[src/design/tcma_pkg.sv]
// Shared types, constants and SHA-256 helpers for the tag MAC authorizer.
`default_nettype none
package tcma_pkg;

    localparam int unsigned NUM_KEY_WORDS = 4;
    localparam int unsigned CFG_IDX_W = 2;

    localparam logic [1:0] STATUS_OK = 2'd0;
    localparam logic [1:0] STATUS_BLANK = 2'd1;
    localparam logic [1:0] STATUS_MISMATCH = 2'd2;

    localparam logic OP_PROVISION = 1'b0;
    localparam logic OP_AUTHORIZE = 1'b1;

    localparam logic [CFG_IDX_W-1:0] REG_KEY_WORD_0 = 2'd0;
    localparam logic [CFG_IDX_W-1:0] REG_KEY_WORD_1 = 2'd1;
    localparam logic [CFG_IDX_W-1:0] REG_KEY_WORD_2 = 2'd2;
    localparam logic [CFG_IDX_W-1:0] REG_KEY_WORD_3 = 2'd3;

    // Which 512-bit block the compression unit loads.
    typedef enum logic [2:0] {
        BLK_IPAD,
        BLK_INNER_MSG,
        BLK_OPAD,
        BLK_OUTER_MSG
    } t_blk_sel;

    typedef enum logic [3:0] {
        ST_IDLE,
        ST_CHECK,
        ST_LOAD,
        ST_ROUND,
        ST_FOLD,
        ST_NEXT,
        ST_DONE,
        ST_OUT
    } t_state;

    // Controller to datapath.
    typedef struct packed {
        logic       capture;    // take the input beat
        logic       init_hash;  // load H with the SHA-256 IV
        logic       load_blk;   // load W window and working vars
        t_blk_sel   blk;
        logic       round;      // run one round
        logic       fold;       // add working vars into H
        logic       save_inner; // keep H as inner digest
        logic       save_ipad;  // keep H after key block (inner)
        logic       save_opad;  // keep H after key block (outer)
        logic       use_ipad;   // load H from saved ipad state
        logic       use_opad;   // load H from saved opad state
        logic       bump;       // counter + 1
        logic       save_mac;   // latch first digest word as MAC
        logic [1:0] status;
        logic       set_result;
        logic       zero_result;
    } t_cmd;

    // Datapath to controller.
    typedef struct packed {
        logic op;
        logic blank;
        logic mac_match;
        logic last_round;
    } t_sts;

    localparam logic [31:0] ROUND_K [64] = '{
        32'h428a2f98, 32'h71374491, 32'hb5c0fbcf, 32'he9b5dba5,
        32'h3956c25b, 32'h59f111f1, 32'h923f82a4, 32'hab1c5ed5,
        32'hd807aa98, 32'h12835b01, 32'h243185be, 32'h550c7dc3,
        32'h72be5d74, 32'h80deb1fe, 32'h9bdc06a7, 32'hc19bf174,
        32'he49b69c1, 32'hefbe4786, 32'h0fc19dc6, 32'h240ca1cc,
        32'h2de92c6f, 32'h4a7484aa, 32'h5cb0a9dc, 32'h76f988da,
        32'h983e5152, 32'ha831c66d, 32'hb00327c8, 32'hbf597fc7,
        32'hc6e00bf3, 32'hd5a79147, 32'h06ca6351, 32'h14292967,
        32'h27b70a85, 32'h2e1b2138, 32'h4d2c6dfc, 32'h53380d13,
        32'h650a7354, 32'h766a0abb, 32'h81c2c92e, 32'h92722c85,
        32'ha2bfe8a1, 32'ha81a664b, 32'hc24b8b70, 32'hc76c51a3,
        32'hd192e819, 32'hd6990624, 32'hf40e3585, 32'h106aa070,
        32'h19a4c116, 32'h1e376c08, 32'h2748774c, 32'h34b0bcb5,
        32'h391c0cb3, 32'h4ed8aa4a, 32'h5b9cca4f, 32'h682e6ff3,
        32'h748f82ee, 32'h78a5636f, 32'h84c87814, 32'h8cc70208,
        32'h90befffa, 32'ha4506ceb, 32'hbef9a3f7, 32'hc67178f2
    };

    localparam logic [255:0] INIT_H = {
        32'h6a09e667, 32'hbb67ae85, 32'h3c6ef372, 32'ha54ff53a,
        32'h510e527f, 32'h9b05688c, 32'h1f83d9ab, 32'h5be0cd19
    };

    localparam logic [31:0] IPAD_WORD = 32'h36363636;
    localparam logic [31:0] OPAD_WORD = 32'h5c5c5c5c;
    // Message length in bits: 76 bytes inner, 96 bytes outer.
    localparam logic [31:0] INNER_BITS = 32'd608;
    localparam logic [31:0] OUTER_BITS = 32'd768;

    function automatic logic [31:0] rotr(input logic [31:0] x, input int unsigned n);
        rotr = (x >> n) | (x << (32 - n));
    endfunction

    function automatic logic [31:0] sig0(input logic [31:0] x);
        sig0 = rotr(x, 7) ^ rotr(x, 18) ^ (x >> 3);
    endfunction

    function automatic logic [31:0] sig1(input logic [31:0] x);
        sig1 = rotr(x, 17) ^ rotr(x, 19) ^ (x >> 10);
    endfunction

    function automatic logic [31:0] bsig0(input logic [31:0] x);
        bsig0 = rotr(x, 2) ^ rotr(x, 13) ^ rotr(x, 22);
    endfunction

    function automatic logic [31:0] bsig1(input logic [31:0] x);
        bsig1 = rotr(x, 6) ^ rotr(x, 11) ^ rotr(x, 25);
    endfunction

    function automatic logic [31:0] bswap(input logic [31:0] x);
        bswap = {x[7:0], x[15:8], x[23:16], x[31:24]};
    endfunction

endpackage
`default_nettype wire

[src/design/tcma_if.sv]
// Valid/ready channel interfaces for record and result beats.
`default_nettype none
interface tcma_rec_if;
    logic        valid;
    logic        ready;
    logic        operation;
    logic [63:0] tag_id;
    logic [31:0] counter;
    logic [31:0] mac;
    modport source (output valid, output operation, output tag_id, output counter,
                    output mac, input ready);
    modport sink (input valid, input operation, input tag_id, input counter,
                  input mac, output ready);
endinterface

interface tcma_res_if;
    logic        valid;
    logic        ready;
    logic [1:0]  status;
    logic        authorized;
    logic [31:0] new_counter;
    logic [31:0] new_mac;
    modport source (output valid, output status, output authorized,
                    output new_counter, output new_mac, input ready);
    modport sink (input valid, input status, input authorized,
                  input new_counter, input new_mac, output ready);
endinterface
`default_nettype wire

[src/design/tcma_ctrl.sv]
// Sequencer for the SHA-256 compressions of each HMAC: four on the first pass, three on the renewal pass.
`default_nettype none
module tcma_ctrl (
    input  wire logic          i_clk,
    input  wire logic          i_rst_n,
    input  wire logic          i_in_valid,
    output logic               o_in_ready,
    output logic               o_out_valid,
    input  wire logic          i_out_ready,
    input  wire tcma_pkg::t_sts i_sts,
    output tcma_pkg::t_cmd     o_cmd
);

    tcma_pkg::t_state   r_state, n_state;
    tcma_pkg::t_blk_sel r_blk, n_blk;
    logic               r_second, n_second;
    logic               r_out_valid, n_out_valid;

    always_ff @(posedge i_clk) begin
        if (!i_rst_n) begin
            r_state     <= tcma_pkg::ST_IDLE;
            r_blk       <= tcma_pkg::BLK_IPAD;
            r_second    <= 1'b0;
            r_out_valid <= 1'b0;
        end else begin
            r_state     <= n_state;
            r_blk       <= n_blk;
            r_second    <= n_second;
            r_out_valid <= n_out_valid;
        end
    end

    always_comb begin
        n_state     = r_state;
        n_blk       = r_blk;
        n_second    = r_second;
        n_out_valid = r_out_valid;
        if (r_out_valid && i_out_ready) begin
            n_out_valid = 1'b0;
        end
        unique case (r_state)
            tcma_pkg::ST_IDLE: begin
                if (i_in_valid && (!r_out_valid || i_out_ready)) begin
                    n_state  = tcma_pkg::ST_CHECK;
                    n_second = 1'b0;
                end
            end
            tcma_pkg::ST_CHECK: begin
                if (i_sts.op == tcma_pkg::OP_AUTHORIZE && i_sts.blank) begin
                    n_state = tcma_pkg::ST_OUT;
                end else begin
                    n_state = tcma_pkg::ST_LOAD;
                    n_blk   = tcma_pkg::BLK_IPAD;
                end
            end
            tcma_pkg::ST_LOAD: n_state = tcma_pkg::ST_ROUND;
            tcma_pkg::ST_ROUND: begin
                if (i_sts.last_round) begin
                    n_state = tcma_pkg::ST_FOLD;
                end
            end
            tcma_pkg::ST_FOLD: begin
                if (r_blk == tcma_pkg::BLK_OUTER_MSG) begin
                    n_state = tcma_pkg::ST_DONE;
                end else begin
                    n_state = tcma_pkg::ST_LOAD;
                    unique case (r_blk)
                        tcma_pkg::BLK_IPAD:      n_blk = tcma_pkg::BLK_INNER_MSG;
                        tcma_pkg::BLK_INNER_MSG: n_blk = tcma_pkg::BLK_OPAD;
                        default:                 n_blk = tcma_pkg::BLK_OUTER_MSG;
                    endcase
                end
            end
            tcma_pkg::ST_DONE: begin
                if (i_sts.op == tcma_pkg::OP_PROVISION || r_second) begin
                    n_state = tcma_pkg::ST_OUT;
                end else if (!i_sts.mac_match) begin
                    n_state = tcma_pkg::ST_OUT;
                end else begin
                    n_state  = tcma_pkg::ST_NEXT;
                    n_second = 1'b1;
                end
            end
            tcma_pkg::ST_NEXT: begin
                n_state = tcma_pkg::ST_LOAD;
                n_blk   = tcma_pkg::BLK_INNER_MSG;
            end
            tcma_pkg::ST_OUT: begin
                if (!r_out_valid || i_out_ready) begin
                    n_state     = tcma_pkg::ST_IDLE;
                    n_out_valid = 1'b1;
                end
            end
            default: n_state = tcma_pkg::ST_IDLE;
        endcase
    end

    always_comb begin
        o_cmd = '0;
        o_cmd.blk = r_blk;
        o_in_ready = (r_state == tcma_pkg::ST_IDLE) && (!r_out_valid || i_out_ready);
        o_out_valid = r_out_valid;
        unique case (r_state)
            tcma_pkg::ST_IDLE: o_cmd.capture = o_in_ready && i_in_valid;
            tcma_pkg::ST_CHECK: o_cmd.init_hash = 1'b1;
            tcma_pkg::ST_LOAD: begin
                o_cmd.load_blk = 1'b1;
                o_cmd.use_ipad = (r_blk == tcma_pkg::BLK_INNER_MSG) && r_second;
                o_cmd.use_opad = (r_blk == tcma_pkg::BLK_OUTER_MSG);
                o_cmd.init_hash = (r_blk == tcma_pkg::BLK_OPAD);
            end
            tcma_pkg::ST_ROUND: o_cmd.round = 1'b1;
            tcma_pkg::ST_FOLD: begin
                o_cmd.fold       = 1'b1;
                o_cmd.save_ipad  = (r_blk == tcma_pkg::BLK_IPAD);
                o_cmd.save_inner = (r_blk == tcma_pkg::BLK_INNER_MSG);
                o_cmd.save_opad  = (r_blk == tcma_pkg::BLK_OPAD);
            end
            tcma_pkg::ST_DONE: o_cmd.save_mac = 1'b1;
            tcma_pkg::ST_NEXT: o_cmd.bump = 1'b1;
            tcma_pkg::ST_OUT: begin
                o_cmd.set_result = !r_out_valid || i_out_ready;
                if (i_sts.op == tcma_pkg::OP_AUTHORIZE && i_sts.blank) begin
                    o_cmd.status = tcma_pkg::STATUS_BLANK;
                    o_cmd.zero_result = 1'b1;
                end else if (i_sts.op == tcma_pkg::OP_AUTHORIZE && !r_second) begin
                    o_cmd.status = tcma_pkg::STATUS_MISMATCH;
                    o_cmd.zero_result = 1'b1;
                end else begin
                    o_cmd.status = tcma_pkg::STATUS_OK;
                end
            end
            default: o_cmd = '0;
        endcase
    end

    a_one_pass_per_beat: assert property (@(posedge i_clk) disable iff (!i_rst_n)
        (r_state == tcma_pkg::ST_IDLE && i_in_valid && o_in_ready) |=>
        r_state == tcma_pkg::ST_CHECK)
        else $error("accepted beat did not start a pass");
    a_no_result_overwrite: assert property (@(posedge i_clk) disable iff (!i_rst_n)
        (r_out_valid && !i_out_ready) |=> r_out_valid)
        else $error("result beat dropped while stalled");
    a_second_only_authorize: assert property (@(posedge i_clk) disable iff (!i_rst_n)
        (r_state == tcma_pkg::ST_NEXT) |-> (i_sts.op == tcma_pkg::OP_AUTHORIZE && i_sts.mac_match))
        else $error("renewal pass without a matching authorize");

endmodule
`default_nettype wire

[src/design/tcma_datapath.sv]
// SHA-256 round unit, message schedule, hash state and result register.
`default_nettype none
module tcma_datapath (
    input  wire logic           i_clk,
    input  wire logic           i_rst_n,
    input  wire tcma_pkg::t_cmd i_cmd,
    output tcma_pkg::t_sts      o_sts,
    input  wire logic [255:0]   i_key,
    input  wire logic           i_operation,
    input  wire logic [63:0]    i_tag_id,
    input  wire logic [31:0]    i_counter,
    input  wire logic [31:0]    i_mac,
    output logic [1:0]          o_status,
    output logic                o_authorized,
    output logic [31:0]         o_new_counter,
    output logic [31:0]         o_new_mac
);

    logic        r_op;
    logic [63:0] r_tag;
    logic [31:0] r_cnt;
    logic [31:0] r_mac_in;
    logic [31:0] r_mac_out;
    logic [255:0] r_h, r_ipad_h, r_opad_h, r_inner;
    logic [31:0] r_w [16];
    logic [31:0] r_a, r_b, r_c, r_d, r_e, r_f, r_g, r_hh;
    logic [5:0]  r_rnd;
    logic [1:0]  r_status;
    logic        r_auth;
    logic [31:0] r_res_cnt, r_res_mac;

    logic [511:0] blk_bits;
    logic [255:0] h_src;
    logic [31:0] t1, t2, w_new;

    always_comb begin
        blk_bits = '0;
        unique case (i_cmd.blk)
            tcma_pkg::BLK_IPAD:
                blk_bits = {i_key ^ {8{tcma_pkg::IPAD_WORD}}, {8{tcma_pkg::IPAD_WORD}}};
            tcma_pkg::BLK_OPAD:
                blk_bits = {i_key ^ {8{tcma_pkg::OPAD_WORD}}, {8{tcma_pkg::OPAD_WORD}}};
            tcma_pkg::BLK_INNER_MSG:
                blk_bits = {r_tag, tcma_pkg::bswap(r_cnt), 32'h80000000, 352'd0,
                            tcma_pkg::INNER_BITS};
            tcma_pkg::BLK_OUTER_MSG:
                blk_bits = {r_inner, 32'h80000000, 192'd0, tcma_pkg::OUTER_BITS};
            default: blk_bits = '0;
        endcase
        if (i_cmd.use_ipad) begin
            h_src = r_ipad_h;
        end else if (i_cmd.use_opad) begin
            h_src = r_opad_h;
        end else if (i_cmd.init_hash) begin
            h_src = tcma_pkg::INIT_H;
        end else begin
            h_src = r_h;
        end
        t1 = r_hh + tcma_pkg::bsig1(r_e) + ((r_e & r_f) ^ (~r_e & r_g))
             + tcma_pkg::ROUND_K[r_rnd] + r_w[0];
        t2 = tcma_pkg::bsig0(r_a) + ((r_a & r_b) ^ (r_a & r_c) ^ (r_b & r_c));
        w_new = r_w[0] + tcma_pkg::sig0(r_w[1]) + r_w[9] + tcma_pkg::sig1(r_w[14]);
    end

    always_ff @(posedge i_clk) begin
        if (i_cmd.capture) begin
            r_op     <= i_operation;
            r_tag    <= i_tag_id;
            r_cnt    <= i_counter;
            r_mac_in <= i_mac;
        end
        if (i_cmd.bump) begin
            r_cnt <= r_cnt + 32'd1;
        end
        if (i_cmd.init_hash && !i_cmd.load_blk) begin
            r_h <= tcma_pkg::INIT_H;
        end
        if (i_cmd.load_blk) begin
            r_h <= h_src;
            {r_a, r_b, r_c, r_d, r_e, r_f, r_g, r_hh} <= h_src;
            for (int i = 0; i < 16; i++) begin
                r_w[i] <= blk_bits[511 - 32*i -: 32];
            end
            r_rnd <= '0;
        end
        if (i_cmd.round) begin
            r_hh <= r_g; r_g <= r_f; r_f <= r_e; r_e <= r_d + t1;
            r_d <= r_c; r_c <= r_b; r_b <= r_a; r_a <= t1 + t2;
            for (int i = 0; i < 15; i++) begin
                r_w[i] <= r_w[i+1];
            end
            r_w[15] <= w_new;
            r_rnd <= r_rnd + 6'd1;
        end
        if (i_cmd.fold) begin
            r_h <= {r_h[255:224] + r_a, r_h[223:192] + r_b, r_h[191:160] + r_c,
                    r_h[159:128] + r_d, r_h[127:96] + r_e, r_h[95:64] + r_f,
                    r_h[63:32] + r_g, r_h[31:0] + r_hh};
            if (i_cmd.save_ipad) begin
                r_ipad_h <= {r_h[255:224] + r_a, r_h[223:192] + r_b, r_h[191:160] + r_c,
                             r_h[159:128] + r_d, r_h[127:96] + r_e, r_h[95:64] + r_f,
                             r_h[63:32] + r_g, r_h[31:0] + r_hh};
            end
            if (i_cmd.save_opad) begin
                r_opad_h <= {r_h[255:224] + r_a, r_h[223:192] + r_b, r_h[191:160] + r_c,
                             r_h[159:128] + r_d, r_h[127:96] + r_e, r_h[95:64] + r_f,
                             r_h[63:32] + r_g, r_h[31:0] + r_hh};
            end
            if (i_cmd.save_inner) begin
                r_inner <= {r_h[255:224] + r_a, r_h[223:192] + r_b, r_h[191:160] + r_c,
                            r_h[159:128] + r_d, r_h[127:96] + r_e, r_h[95:64] + r_f,
                            r_h[63:32] + r_g, r_h[31:0] + r_hh};
            end
        end
        if (i_cmd.save_mac) begin
            r_mac_out <= r_h[255:224];
        end
        if (i_cmd.set_result) begin
            r_status <= i_cmd.status;
            r_auth   <= (r_op == tcma_pkg::OP_AUTHORIZE) && !i_cmd.zero_result;
            r_res_cnt <= i_cmd.zero_result ? 32'd0 : r_cnt;
            r_res_mac <= i_cmd.zero_result ? 32'd0 : r_mac_out;
        end
    end

    always_comb begin
        o_sts.op = r_op;
        o_sts.blank = ({r_tag, r_cnt, r_mac_in} == 128'd0) || (&{r_tag, r_cnt, r_mac_in});
        o_sts.mac_match = (r_h[255:224] == r_mac_in);
        o_sts.last_round = (r_rnd == 6'd63);
        o_status = r_status;
        o_authorized = r_auth;
        o_new_counter = r_res_cnt;
        o_new_mac = r_res_mac;
    end

    a_round_runs_up: assert property (@(posedge i_clk) disable iff (!i_rst_n)
        (i_cmd.round && r_rnd != 6'd63) |=> r_rnd == $past(r_rnd) + 6'd1)
        else $error("round counter skipped");
    a_ok_has_no_zero: assert property (@(posedge i_clk) disable iff (!i_rst_n)
        i_cmd.set_result |-> (i_cmd.zero_result == (i_cmd.status != tcma_pkg::STATUS_OK)))
        else $error("result status and zeroing disagree");
    a_load_not_round: assert property (@(posedge i_clk) disable iff (!i_rst_n)
        !(i_cmd.load_blk && i_cmd.round))
        else $error("load and round in the same cycle");

endmodule
`default_nettype wire

[src/design/tag_counter_mac_authorizer.sv]
// Top level of the tag counter MAC authorizer: key registers, controller, datapath.
//  channel  | dir | beat
//  rec      | in  | operation, tag_id[63:0], counter[31:0], mac[31:0]
//  res      | out | status[1:0], authorized, new_counter[31:0], new_mac[31:0]
//  cfg      | in  | i_cfg_we, i_cfg_idx[1:0], i_cfg_data[63:0] (key words 0..3)
// Blank authorize record: result without any compression. Provision and MAC check:
// four compressions. Authorize with a match renews over three more
// compressions, one beat at a time.
// The single SHA-256 round unit runs one round per cycle.
// Reset (synchronous, active low) clears the key to zero and empties the result.
// A stalled result holds; the next record is taken only as the result leaves.
`default_nettype none
module tag_counter_mac_authorizer (
    input  wire logic        i_clk,
    input  wire logic        i_rst_n,
    tcma_rec_if.sink         i_rec,
    tcma_res_if.source       o_res,
    input  wire logic        i_cfg_we,
    input  wire logic [tcma_pkg::CFG_IDX_W-1:0] i_cfg_idx,
    input  wire logic [63:0] i_cfg_data
);

    logic [63:0] r_key [tcma_pkg::NUM_KEY_WORDS];
    tcma_pkg::t_cmd cmd;
    tcma_pkg::t_sts sts;

    always_ff @(posedge i_clk) begin
        if (!i_rst_n) begin
            for (int i = 0; i < tcma_pkg::NUM_KEY_WORDS; i++) begin
                r_key[i] <= '0;
            end
        end else if (i_cfg_we) begin
            unique case (i_cfg_idx)
                tcma_pkg::REG_KEY_WORD_0: r_key[0] <= i_cfg_data;
                tcma_pkg::REG_KEY_WORD_1: r_key[1] <= i_cfg_data;
                tcma_pkg::REG_KEY_WORD_2: r_key[2] <= i_cfg_data;
                tcma_pkg::REG_KEY_WORD_3: r_key[3] <= i_cfg_data;
                default: ;
            endcase
        end
    end

    tcma_ctrl u_ctrl (
        .i_clk       (i_clk),
        .i_rst_n     (i_rst_n),
        .i_in_valid  (i_rec.valid),
        .o_in_ready  (i_rec.ready),
        .o_out_valid (o_res.valid),
        .i_out_ready (o_res.ready),
        .i_sts       (sts),
        .o_cmd       (cmd)
    );

    tcma_datapath u_dp (
        .i_clk         (i_clk),
        .i_rst_n       (i_rst_n),
        .i_cmd         (cmd),
        .o_sts         (sts),
        .i_key         ({r_key[0], r_key[1], r_key[2], r_key[3]}),
        .i_operation   (i_rec.operation),
        .i_tag_id      (i_rec.tag_id),
        .i_counter     (i_rec.counter),
        .i_mac         (i_rec.mac),
        .o_status      (o_res.status),
        .o_authorized  (o_res.authorized),
        .o_new_counter (o_res.new_counter),
        .o_new_mac     (o_res.new_mac)
    );

endmodule
`default_nettype wire
[src/flat_wrapper.sv]
// flat-port wrapper written by rule: the top's interface ports become plain ports
module tag_counter_mac_authorizer_flat 
  (i_clk, i_rst_n, i_cfg_we, i_cfg_idx, i_cfg_data, i_rec_valid, i_rec_operation, i_rec_tag_id, i_rec_counter, i_rec_mac, i_rec_ready, o_res_valid, o_res_status, o_res_authorized, o_res_new_counter, o_res_new_mac, o_res_ready);
  tcma_rec_if i_rec_i ();
  tcma_res_if o_res_i ();
  input  wire logic i_clk;
  input  wire logic i_rst_n;
  input  wire logic i_cfg_we;
  input  wire logic [tcma_pkg::CFG_IDX_W-1:0] i_cfg_idx;
  input  wire logic [63:0] i_cfg_data;
  input wire logic [$bits(i_rec_i.valid)-1:0] i_rec_valid;
  input wire logic [$bits(i_rec_i.operation)-1:0] i_rec_operation;
  input wire logic [$bits(i_rec_i.tag_id)-1:0] i_rec_tag_id;
  input wire logic [$bits(i_rec_i.counter)-1:0] i_rec_counter;
  input wire logic [$bits(i_rec_i.mac)-1:0] i_rec_mac;
  output wire logic [$bits(i_rec_i.ready)-1:0] i_rec_ready;
  output wire logic [$bits(o_res_i.valid)-1:0] o_res_valid;
  output wire logic [$bits(o_res_i.status)-1:0] o_res_status;
  output wire logic [$bits(o_res_i.authorized)-1:0] o_res_authorized;
  output wire logic [$bits(o_res_i.new_counter)-1:0] o_res_new_counter;
  output wire logic [$bits(o_res_i.new_mac)-1:0] o_res_new_mac;
  input wire logic [$bits(o_res_i.ready)-1:0] o_res_ready;
  assign i_rec_i.valid = i_rec_valid;
  assign i_rec_i.operation = i_rec_operation;
  assign i_rec_i.tag_id = i_rec_tag_id;
  assign i_rec_i.counter = i_rec_counter;
  assign i_rec_i.mac = i_rec_mac;
  assign i_rec_ready = i_rec_i.ready;
  assign o_res_valid = o_res_i.valid;
  assign o_res_status = o_res_i.status;
  assign o_res_authorized = o_res_i.authorized;
  assign o_res_new_counter = o_res_i.new_counter;
  assign o_res_new_mac = o_res_i.new_mac;
  assign o_res_i.ready = o_res_ready;
  tag_counter_mac_authorizer u_core (.i_clk(i_clk), .i_rst_n(i_rst_n), .i_rec(i_rec_i), .o_res(o_res_i), .i_cfg_we(i_cfg_we), .i_cfg_idx(i_cfg_idx), .i_cfg_data(i_cfg_data));
endmodule
[config.mk]
export PLATFORM = sky130hd
export DESIGN_NAME = tag_counter_mac_authorizer_flat
export DESIGN_NICKNAME = d
export VERILOG_FILES = /design/src/design/tcma_pkg.sv /design/src/design/tcma_if.sv /design/src/design/tcma_ctrl.sv /design/src/design/tcma_datapath.sv /design/src/design/tag_counter_mac_authorizer.sv /design/src/flat_wrapper.sv
export SDC_FILE = /design/constraint.sdc
export NUM_CORES = 2
export LEC_CHECK = 0
export BUFFER_PORTS_ARGS = -buffer_cell sky130_fd_sc_hd__buf_2
export CAP_MARGIN = 20
export CORE_MARGIN = 4
export CORE_UTILIZATION = 40
export CTS_BUF_LIST = sky130_fd_sc_hd__clkbuf_2 sky130_fd_sc_hd__clkbuf_4 sky130_fd_sc_hd__clkbuf_8
export CTS_CLUSTER_DIAMETER = 150
export DETAILED_ROUTE_END_ITERATION = 8
export SLEW_MARGIN = 20
export SYNTH_ARGS = -nofsm -noshare
export SYNTH_HDL_FRONTEND = slang
export SYNTH_SLANG_ARGS = --single-unit
[constraint.sdc]
create_clock -name i_clk -period 43.4 [get_ports i_clk]
set_clock_uncertainty 0.15 [all_clocks]
set_input_delay 8.68 -clock i_clk [delete_from_list [all_inputs] [get_ports i_clk]]
set_output_delay 8.68 -clock i_clk [all_outputs]
set_load 0.005 [all_outputs]
* Yosys cells after proc, flatten, opt, wreduce, memory -nomap -nowiden
Memories as Yosys holds them, arrays and structs flattened.
Index checks and enable logic that the tools add are counted.
** Word-level totals
- Register bits after elaboration :: 1523
- Bits in writable memories :: 768
- ROM bits :: 2048
- Input bits :: 200
- Output and inout bits :: 69
- Logic and storage cells :: 266
- Memories :: 3
** Memory list
- (name not given) :: words 64, width 32, rd ports 1, clocked after Yosys merged registers in 0, wr ports 0, line tcma_datapath.sv:60 : + tcma_pkg::ROUND_K[r_rnd] + r_w[0];
- u_core.u_dp.r_w :: words 16, width 32, rd ports 16, clocked after Yosys merged registers in 0, wr ports 16, line tcma_datapath.sv:25 : logic [31:0] r_w [16];
- u_core.r_key :: words 4, width 64, rd ports 4, clocked after Yosys merged registers in 0, wr ports 4, line tag_counter_mac_authorizer.sv:23 : logic [63:0] r_key [tcma_pkg::NUM_KEY_WORDS];
** Cells by class
- $add $sub $neg :: 20
- Order comparisons :: 1
- Eq/ne operators :: 25
- Muxes and demuxes :: 103
- Bitwise operators :: 52
- Reduce and logical (&&, ||, !) cells :: 35
** Operators with widths (number)
- $pmux 512 s4 :: 1
- $mux 256 :: 6
- $mux 32 :: 36
- $add 32x32->32 :: 18
- $xor 32x32->32 :: 9
- $mux 64 :: 4
- $not 128->128 :: 2
- $and 32x32->32 :: 5
- $logic_not 128->1 :: 1
- $reduce_and 128->1 :: 1
- $mux 1 :: 35
- $add 32x1->32 const B :: 1
- $eq 32x32->1 :: 1
- $not 32->32 :: 1
- $or 10x32->32 :: 1
- $or 13x32->32 :: 1
- $or 14x32->32 :: 1
- $or 15x32->32 :: 1
- $or 19x32->32 :: 1
- $or 21x32->32 :: 1
- $or 25x32->32 :: 1
- $or 26x32->32 :: 1
- $or 30x32->32 :: 1
- $or 7x32->32 :: 1
- other kinds (38) :: 105

* Logic depth before layout (Yosys ltp)
- Depth in word-level cells :: 9
- Gate-level depth with buffers :: 42
- Gate-level depth less buffers :: 41

* Cells and area by module
A second synthesis with hierarchy kept.
** Unflattened totals
- Cell total of the unflattened synthesis :: 10255
- Area, all modules :: 120465.5 sq um
** By module, submodules not included
- tcma_datapath :: times used 1, cells an instance 9631, area each 110159.4 sq um
- tag_counter_mac_authorizer :: times used 1, cells an instance 551, area each 9743.1 sq um
- tcma_ctrl :: times used 1, cells an instance 73, area each 563.0 sq um

* Worst setup path before layout
OpenSTA, ideal clock, no wires.
- Kind :: flip-flop to flip-flop
- Start :: register u_core.u_ctrl.r_state[1]
- End :: register u_core.u_dp.r_a[0] (enable)
- Arrival :: 34.595 ns
- Required time :: 41.233 ns
- Setup slack :: 6.638 ns
- Stages on the path, launching flop included :: 4
- Buffers on the path :: 2
- Period minus slack after synthesis :: 36.762 ns
- Path through :: dfxtp_1 clkbuf_1 clkbuf_1 nor2b_1
** Between the ends
- Longest elaborated chain between the ends :: 3
- Elaborated cells between the ends (all ways) :: 5
- Classes of those cells :: eq/ne: 2; mux: 2; reduce/logical: 1
** RTL lines
- from (decl) :: line tcma_ctrl.sv:14 : tcma_pkg::t_state r_state, n_state;
- from (signal assigned) :: line tcma_ctrl.sv:21 : r_state <= tcma_pkg::ST_IDLE;
- from (signal assigned) :: line tcma_ctrl.sv:26 : r_state <= n_state;
- $eq 4x2->1 :: line tcma_ctrl.sv:103 : unique case (r_state)
- $mux 1 :: line tcma_ctrl.sv:103
- $reduce_bool 2->1 (no source line) *
- to (signal assigned) :: line tcma_datapath.sv:80 : {r_a, r_b, r_c, r_d, r_e, r_f, r_g, r_hh} <= h_src;
- to (signal assigned) :: line tcma_datapath.sv:88 : r_d <= r_c; r_c <= r_b; r_b <= r_a; r_a <= t1 + t2;
- to (decl) :: line tcma_datapath.sv:26 : logic [31:0] r_a, r_b, r_c, r_d, r_e, r_f, r_g, r_hh;
Every way passes the cells marked *; elsewhere a longest branch is shown, timed or not.
A chain may end at the register's enable or synchronous reset.

* Worst setup path in the final report
- Start :: input o_res_ready
- End :: output i_rec_ready
** Between the ends
- Longest elaborated chain between the ends :: 2
** RTL lines
- from (decl) :: line flat_wrapper.sv:22 : input wire logic [$bits(o_res_i.ready)-1:0] o_res_ready;
- $logic_or 1x1->1 :: line tcma_ctrl.sv:101 : o_in_ready = (r_state == tcma_pkg::ST_IDLE) && (!r_out_valid || i_out_ready);
- $logic_and 1x1->1 :: line tcma_ctrl.sv:101
- to (decl) :: line flat_wrapper.sv:16 : output wire logic [$bits(i_rec_i.ready)-1:0] i_rec_ready;
No other way between the ends.

==> run_summary.xml <==
<?xml version="1.0" encoding="UTF-8"?>
<metrics>
  <group name="cts">
    <metric name="ctsHtreeMaxLevel" unit="">5</metric>
    <metric name="tritoncts" unit="">yes</metric>
    <metric name="cts_hold_repair.buffers" unit="">0</metric>
    <metric name="cts_setup_buffers" unit="">0</metric>
    <metric name="clockBufferDepth" unit="">4</metric>
    <metric name="clock_sink_count" unit="">2289</metric>
    <metric name="worst_skew_pair.late_latency" unit="ps">1080</metric>
    <metric name="cts.root.buffer_cell" unit="">clkbuf_8</metric>
    <metric name="cts.clk_slew.worst_paths" unit="ps">60</metric>
    <metric name="ctsResizeCount" unit="">0</metric>
    <metric name="numCtsBuffers" unit="">394</metric>
  </group>
  <group name="die">
    <metric name="dieHeight" unit="microns">550</metric>
    <metric name="floorplan.initialDensity" unit="%">40.3</metric>
    <metric name="ioPinCount" unit="">269</metric>
    <metric name="fp.dieW" unit="microns">550</metric>
    <metric name="floorplan.core_area" unit="sq um">292000</metric>
    <metric name="fp.dieArea" unit="sq um">303000</metric>
    <metric name="number_of_placement_rows" unit="">198</metric>
  </group>
  <group name="flow_run">
    <metric name="max-cap-violations" unit="">0</metric>
  </group>
  <group name="drt">
    <metric name="via_per_inst" unit="">6.14</metric>
    <metric name="detailroute.wirelength.met2" unit="microns">204000</metric>
    <metric name="drt_iter0_drc" unit="">12700</metric>
    <metric name="routed_wirelength" unit="microns">468000</metric>
    <metric name="drt-met1-wl" unit="microns">179000</metric>
    <metric name="wire_per_inst" unit="microns">32.3</metric>
    <metric name="highest-signal-layer" unit="">met5</metric>
    <metric name="met3_routed_length" unit="microns">54700</metric>
    <metric name="total_iterations_of_the_first_detailed_routing_run" unit="">9</metric>
    <metric name="dr_total_vias" unit="">89000</metric>
    <metric name="antenna_violating_nets_post_route" unit="">0</metric>
    <metric name="post-route-drc-count" unit="">0</metric>
  </group>
  <group name="synth">
    <metric name="average_cell_area_after_synthesis" unit="sq um">11.8</metric>
    <metric name="most_used_flip_flop_cell_after_synthesis" unit="">edfxtp_1</metric>
    <metric name="synth.distinct_cells" unit="">95</metric>
    <metric name="postSynthCellCount" unit="">9984</metric>
    <metric name="synth_enable_flop_cells" unit="">2282</metric>
    <metric name="synthesis.yosys.warnings" unit="">0</metric>
    <metric name="synth-seq-area-share" unit="%">58.4</metric>
    <metric name="area_of_the_mapped_netlist" unit="sq um">118000</metric>
    <metric name="synth-seq-cells" unit="">2289</metric>
    <metric name="postSynth.asyncResetShare" unit="%">0</metric>
    <metric name="synthesis.nets" unit="">10800</metric>
  </group>
  <group name="sta">
    <metric name="tightest_slew" unit="ps">1250</metric>
    <metric name="setup-violations-final" unit="">0</metric>
    <metric name="minimum_period_implied_by_the_final_worst_setup_slack" unit="ps">18180</metric>
    <metric name="timing.fmax" unit="MHz">55.0</metric>
    <metric name="hold_viol" unit="">0</metric>
    <metric name="timing.final.crit_share" unit="%">41.9</metric>
    <metric name="grt_setup_unrepaired" unit="">no</metric>
    <metric name="max_slew_margin" unit="%">16.6</metric>
    <metric name="setup_tns" unit="ps">0</metric>
    <metric name="drv_slew" unit="">0</metric>
  </group>
  <group name="run_status">
    <metric name="status" unit="">complete, no violations</metric>
  </group>
  <group name="hold_path">
    <metric name="min_delay_path_depth" unit="">2</metric>
    <metric name="hold_path.class" unit="">flop to flop</metric>
    <metric name="hold_end" unit="">u_core.u_dp.r_w[1][107]$_DFFE_PP_</metric>
    <metric name="hold_start" unit="">u_core.u_dp.r_w[1][139]$_DFFE_PP_</metric>
  </group>
  <group name="worst_setup_path">
    <metric name="end_of_the_worst_register_to_register_path" unit="">u_core.u_dp.r_a[30]$_DFFE_PP_</metric>
    <metric name="setup_crit_start_kind" unit="">primary input</metric>
    <metric name="cp_data_required_time" unit="ps">34570</metric>
    <metric name="r2r_cells" unit="">36</metric>
    <metric name="critPathKind" unit="">primary input to output pin</metric>
    <metric name="worst-endpoint-arrival" unit="ps">9350</metric>
    <metric name="timing.reg2reg.setup_slack" unit="ps">32350</metric>
    <metric name="path_max_fanout" unit="">5</metric>
    <metric name="worstSetupEndpointType" unit="">output pin</metric>
    <metric name="r2r-start" unit="">u_core.u_dp.r_rnd[1]$_SDFFCE_PN0P_</metric>
  </group>
  <group name="layout">
    <metric name="layout-drive-gt1-share" unit="%">10.9</metric>
    <metric name="nNetsFinal" unit="">11000</metric>
    <metric name="layout-area-overhead-vs-synth" unit="%">11.4</metric>
    <metric name="fillers" unit="">27200</metric>
    <metric name="multi_input_comb_area" unit="sq um">45700</metric>
    <metric name="final-seq-area" unit="sq um">68700</metric>
  </group>
  <group name="grt">
    <metric name="grt_antenna_before_repair" unit="">61</metric>
    <metric name="largest_net_degree_at_the_start_of_global_routing" unit="">180</metric>
    <metric name="grt_pass1_wl" unit="microns">644000</metric>
    <metric name="first_global_vias" unit="">83300</metric>
    <metric name="overflow_after_grt" unit="">0</metric>
    <metric name="grt_usage" unit="%">29.8</metric>
  </group>
  <group name="placed_design">
    <metric name="routability_congestion_estimate" unit="">0.993</metric>
    <metric name="port_buffers" unit="">268</metric>
    <metric name="dpl.hpwl" unit="microns">324000</metric>
  </group>
</metrics>
-- routing by layer --
metal,vias to the layer above,global-route usage (%)
li1,37400,-
met2,5925,44.2
met1,44500,39.7
met5,-,0
met4,44,17.5
met3,1121,7.43
-- cell usage in the layout (no fill, tap or decap), types with 57 or more instances in the layout --
| cell | Yosys | routed |
|---|---|---|
| edfxtp_1 | 2282 | 2282 |
| nor2_1 | 964 | 957 |
| a21oi_1 | 922 | 921 |
| nand2_1 | 700 | 697 |
| o21ai_0 | 637 | 630 |
| xnor2_1 | 464 | 464 |
| and2_1 | 404 | 403 |
| clkbuf_8 | 0 | 400 |
| ha_1 | 401 | 397 |
| inv_1 | 351 | 349 |
| buf_2 | 2 | 268 |
| a21o_1 | 248 | 248 |
| fa_1 | 195 | 195 |
| xor2_1 | 194 | 194 |
| buf_4 | 0 | 153 |
| a221oi_1 | 152 | 152 |
| o22ai_1 | 151 | 151 |
| a221o_1 | 130 | 130 |
| nor2b_1 | 128 | 127 |
| clkbuf_4 | 0 | 115 |
| clkinv_1 | 5 | 103 |
| nand3_1 | 97 | 94 |
| a31oi_1 | 92 | 92 |
| nand4_1 | 70 | 70 |
| mux2i_1 | 70 | 70 |
| diode_2 | 0 | 68 |
| nor3_1 | 70 | 66 |
| nand2b_1 | 58 | 58 |
| nor4_1 | 57 | 57 |
-- how the worst max path moves through the flow --
stage | from | to | slack [ps] | cells past startpoint
2_1_floorplan | u_core.u_ctrl.r_state[1]$_SDFFE_PN0P_ | u_core.u_dp.r_a[0]$_DFFE_PP_ | 6640 | 3
3_3_place_gp | o_res_ready | i_rec_ready | 25200 | 4
3_5_place_dp | o_res_ready | i_rec_ready | 25190 | 4
4_1_cts | o_res_ready | i_rec_ready | 25190 | 4
5_1_grt | o_res_ready | i_rec_ready | 25170 | 4
6_report | o_res_ready | i_rec_ready | 25220 | 4
-- cell type report --
cell class | count | area share (%)
multi-input cells | 6756 | 34.9
inverters | 356 | 1.02
repair buffers | 431 | 2.04
flip-flops and latches | 2289 | 52.4
clock inverters | 179 | 0.965
well taps | 3900 | 3.72
clock buffers | 515 | 4.86
diodes | 68 | 0.130
-- cell families after synthesis --
family                     count (synthesis)  synth area share, %
AOI/OAI and AO/OA                       2754                 14.7
and+or+nand+nor                         2640                 10.4
DFF                                     2289                 58.4
buffers and inverters                    939                 3.00
xor gates and xnor gates                 659                 4.91
adders and majority gates                599                 7.61
muxes                                    104                 1.02
-- critical path, cell delays in order --
cell      delay (ps)
buf_2            110
nand2b_1         230
and2_1           210
buf_2            130
-- through the flow --
stage | utilization, % | cells | instance area [sq um] | worst slack (ps) | hold slack [ps]
CTS | 44.8 | 14400 | 131000 | 25190 | 349
finish | 44.9 | 14500 | 131000 | 25220 | 348
floorplan | - | 9984 | 118000 | 6640 | 330
global route | 44.9 | 14500 | 131000 | 25170 | 373
detailed placement | 42.2 | 13700 | 123000 | 25190 | 352
global placement | 42.2 | 13700 | 123000 | 25200 | 346
-- state kept, by name, summed over array words and instances, names as in the netlist, 64 cells and up --
register / flops
u_core.u_dp.r_w: 512
u_core.u_dp.r_inner: 256
u_core.u_dp.r_opad_h: 256
u_core.r_key: 256
u_core.u_dp.r_ipad_h: 256
u_core.u_dp.r_h: 256
u_core.u_dp.r_tag: 64
-- synthesized netlist by cell type (all sizes together), types with 15 or more instances --
cell     number  share of area (%)
or2          18              0.096
a21boi       17               0.11
o21ai       655                2.8
nor2        964                3.1
edfxtp     2282                 58
a221oi      152                1.1
mux2i        70               0.60
o2bb2ai      17               0.13
nor2b       128               0.68
nor4         57               0.30
xor2        194                1.4
nand4        70               0.37
mux2         24               0.23
o211ai       21               0.14
nand2       700                2.2
and3         32               0.17
o31ai        17               0.12
nand3        97               0.41
o21a         56               0.36
and2        404                2.1
inv         351                1.1
a2bb2oi      15               0.11
o22ai       151               0.80
buf          47               0.15
a211oi       34               0.23
a21oi       926                4.0
a222oi       24               0.20
clkbuf      536                1.7
nor3         70               0.30
a21o        249                1.6
o21bai       49               0.31
a221o       131                1.1
nand2b       58               0.31
xnor2       465                3.5
fa          195                3.3
ha          401                4.3
a22oi        55               0.35
a31oi        92               0.49
Power is left out: the tool's default activity adds up to more than one toggle a clock period on the data nets, which glitch-free logic cannot reach.
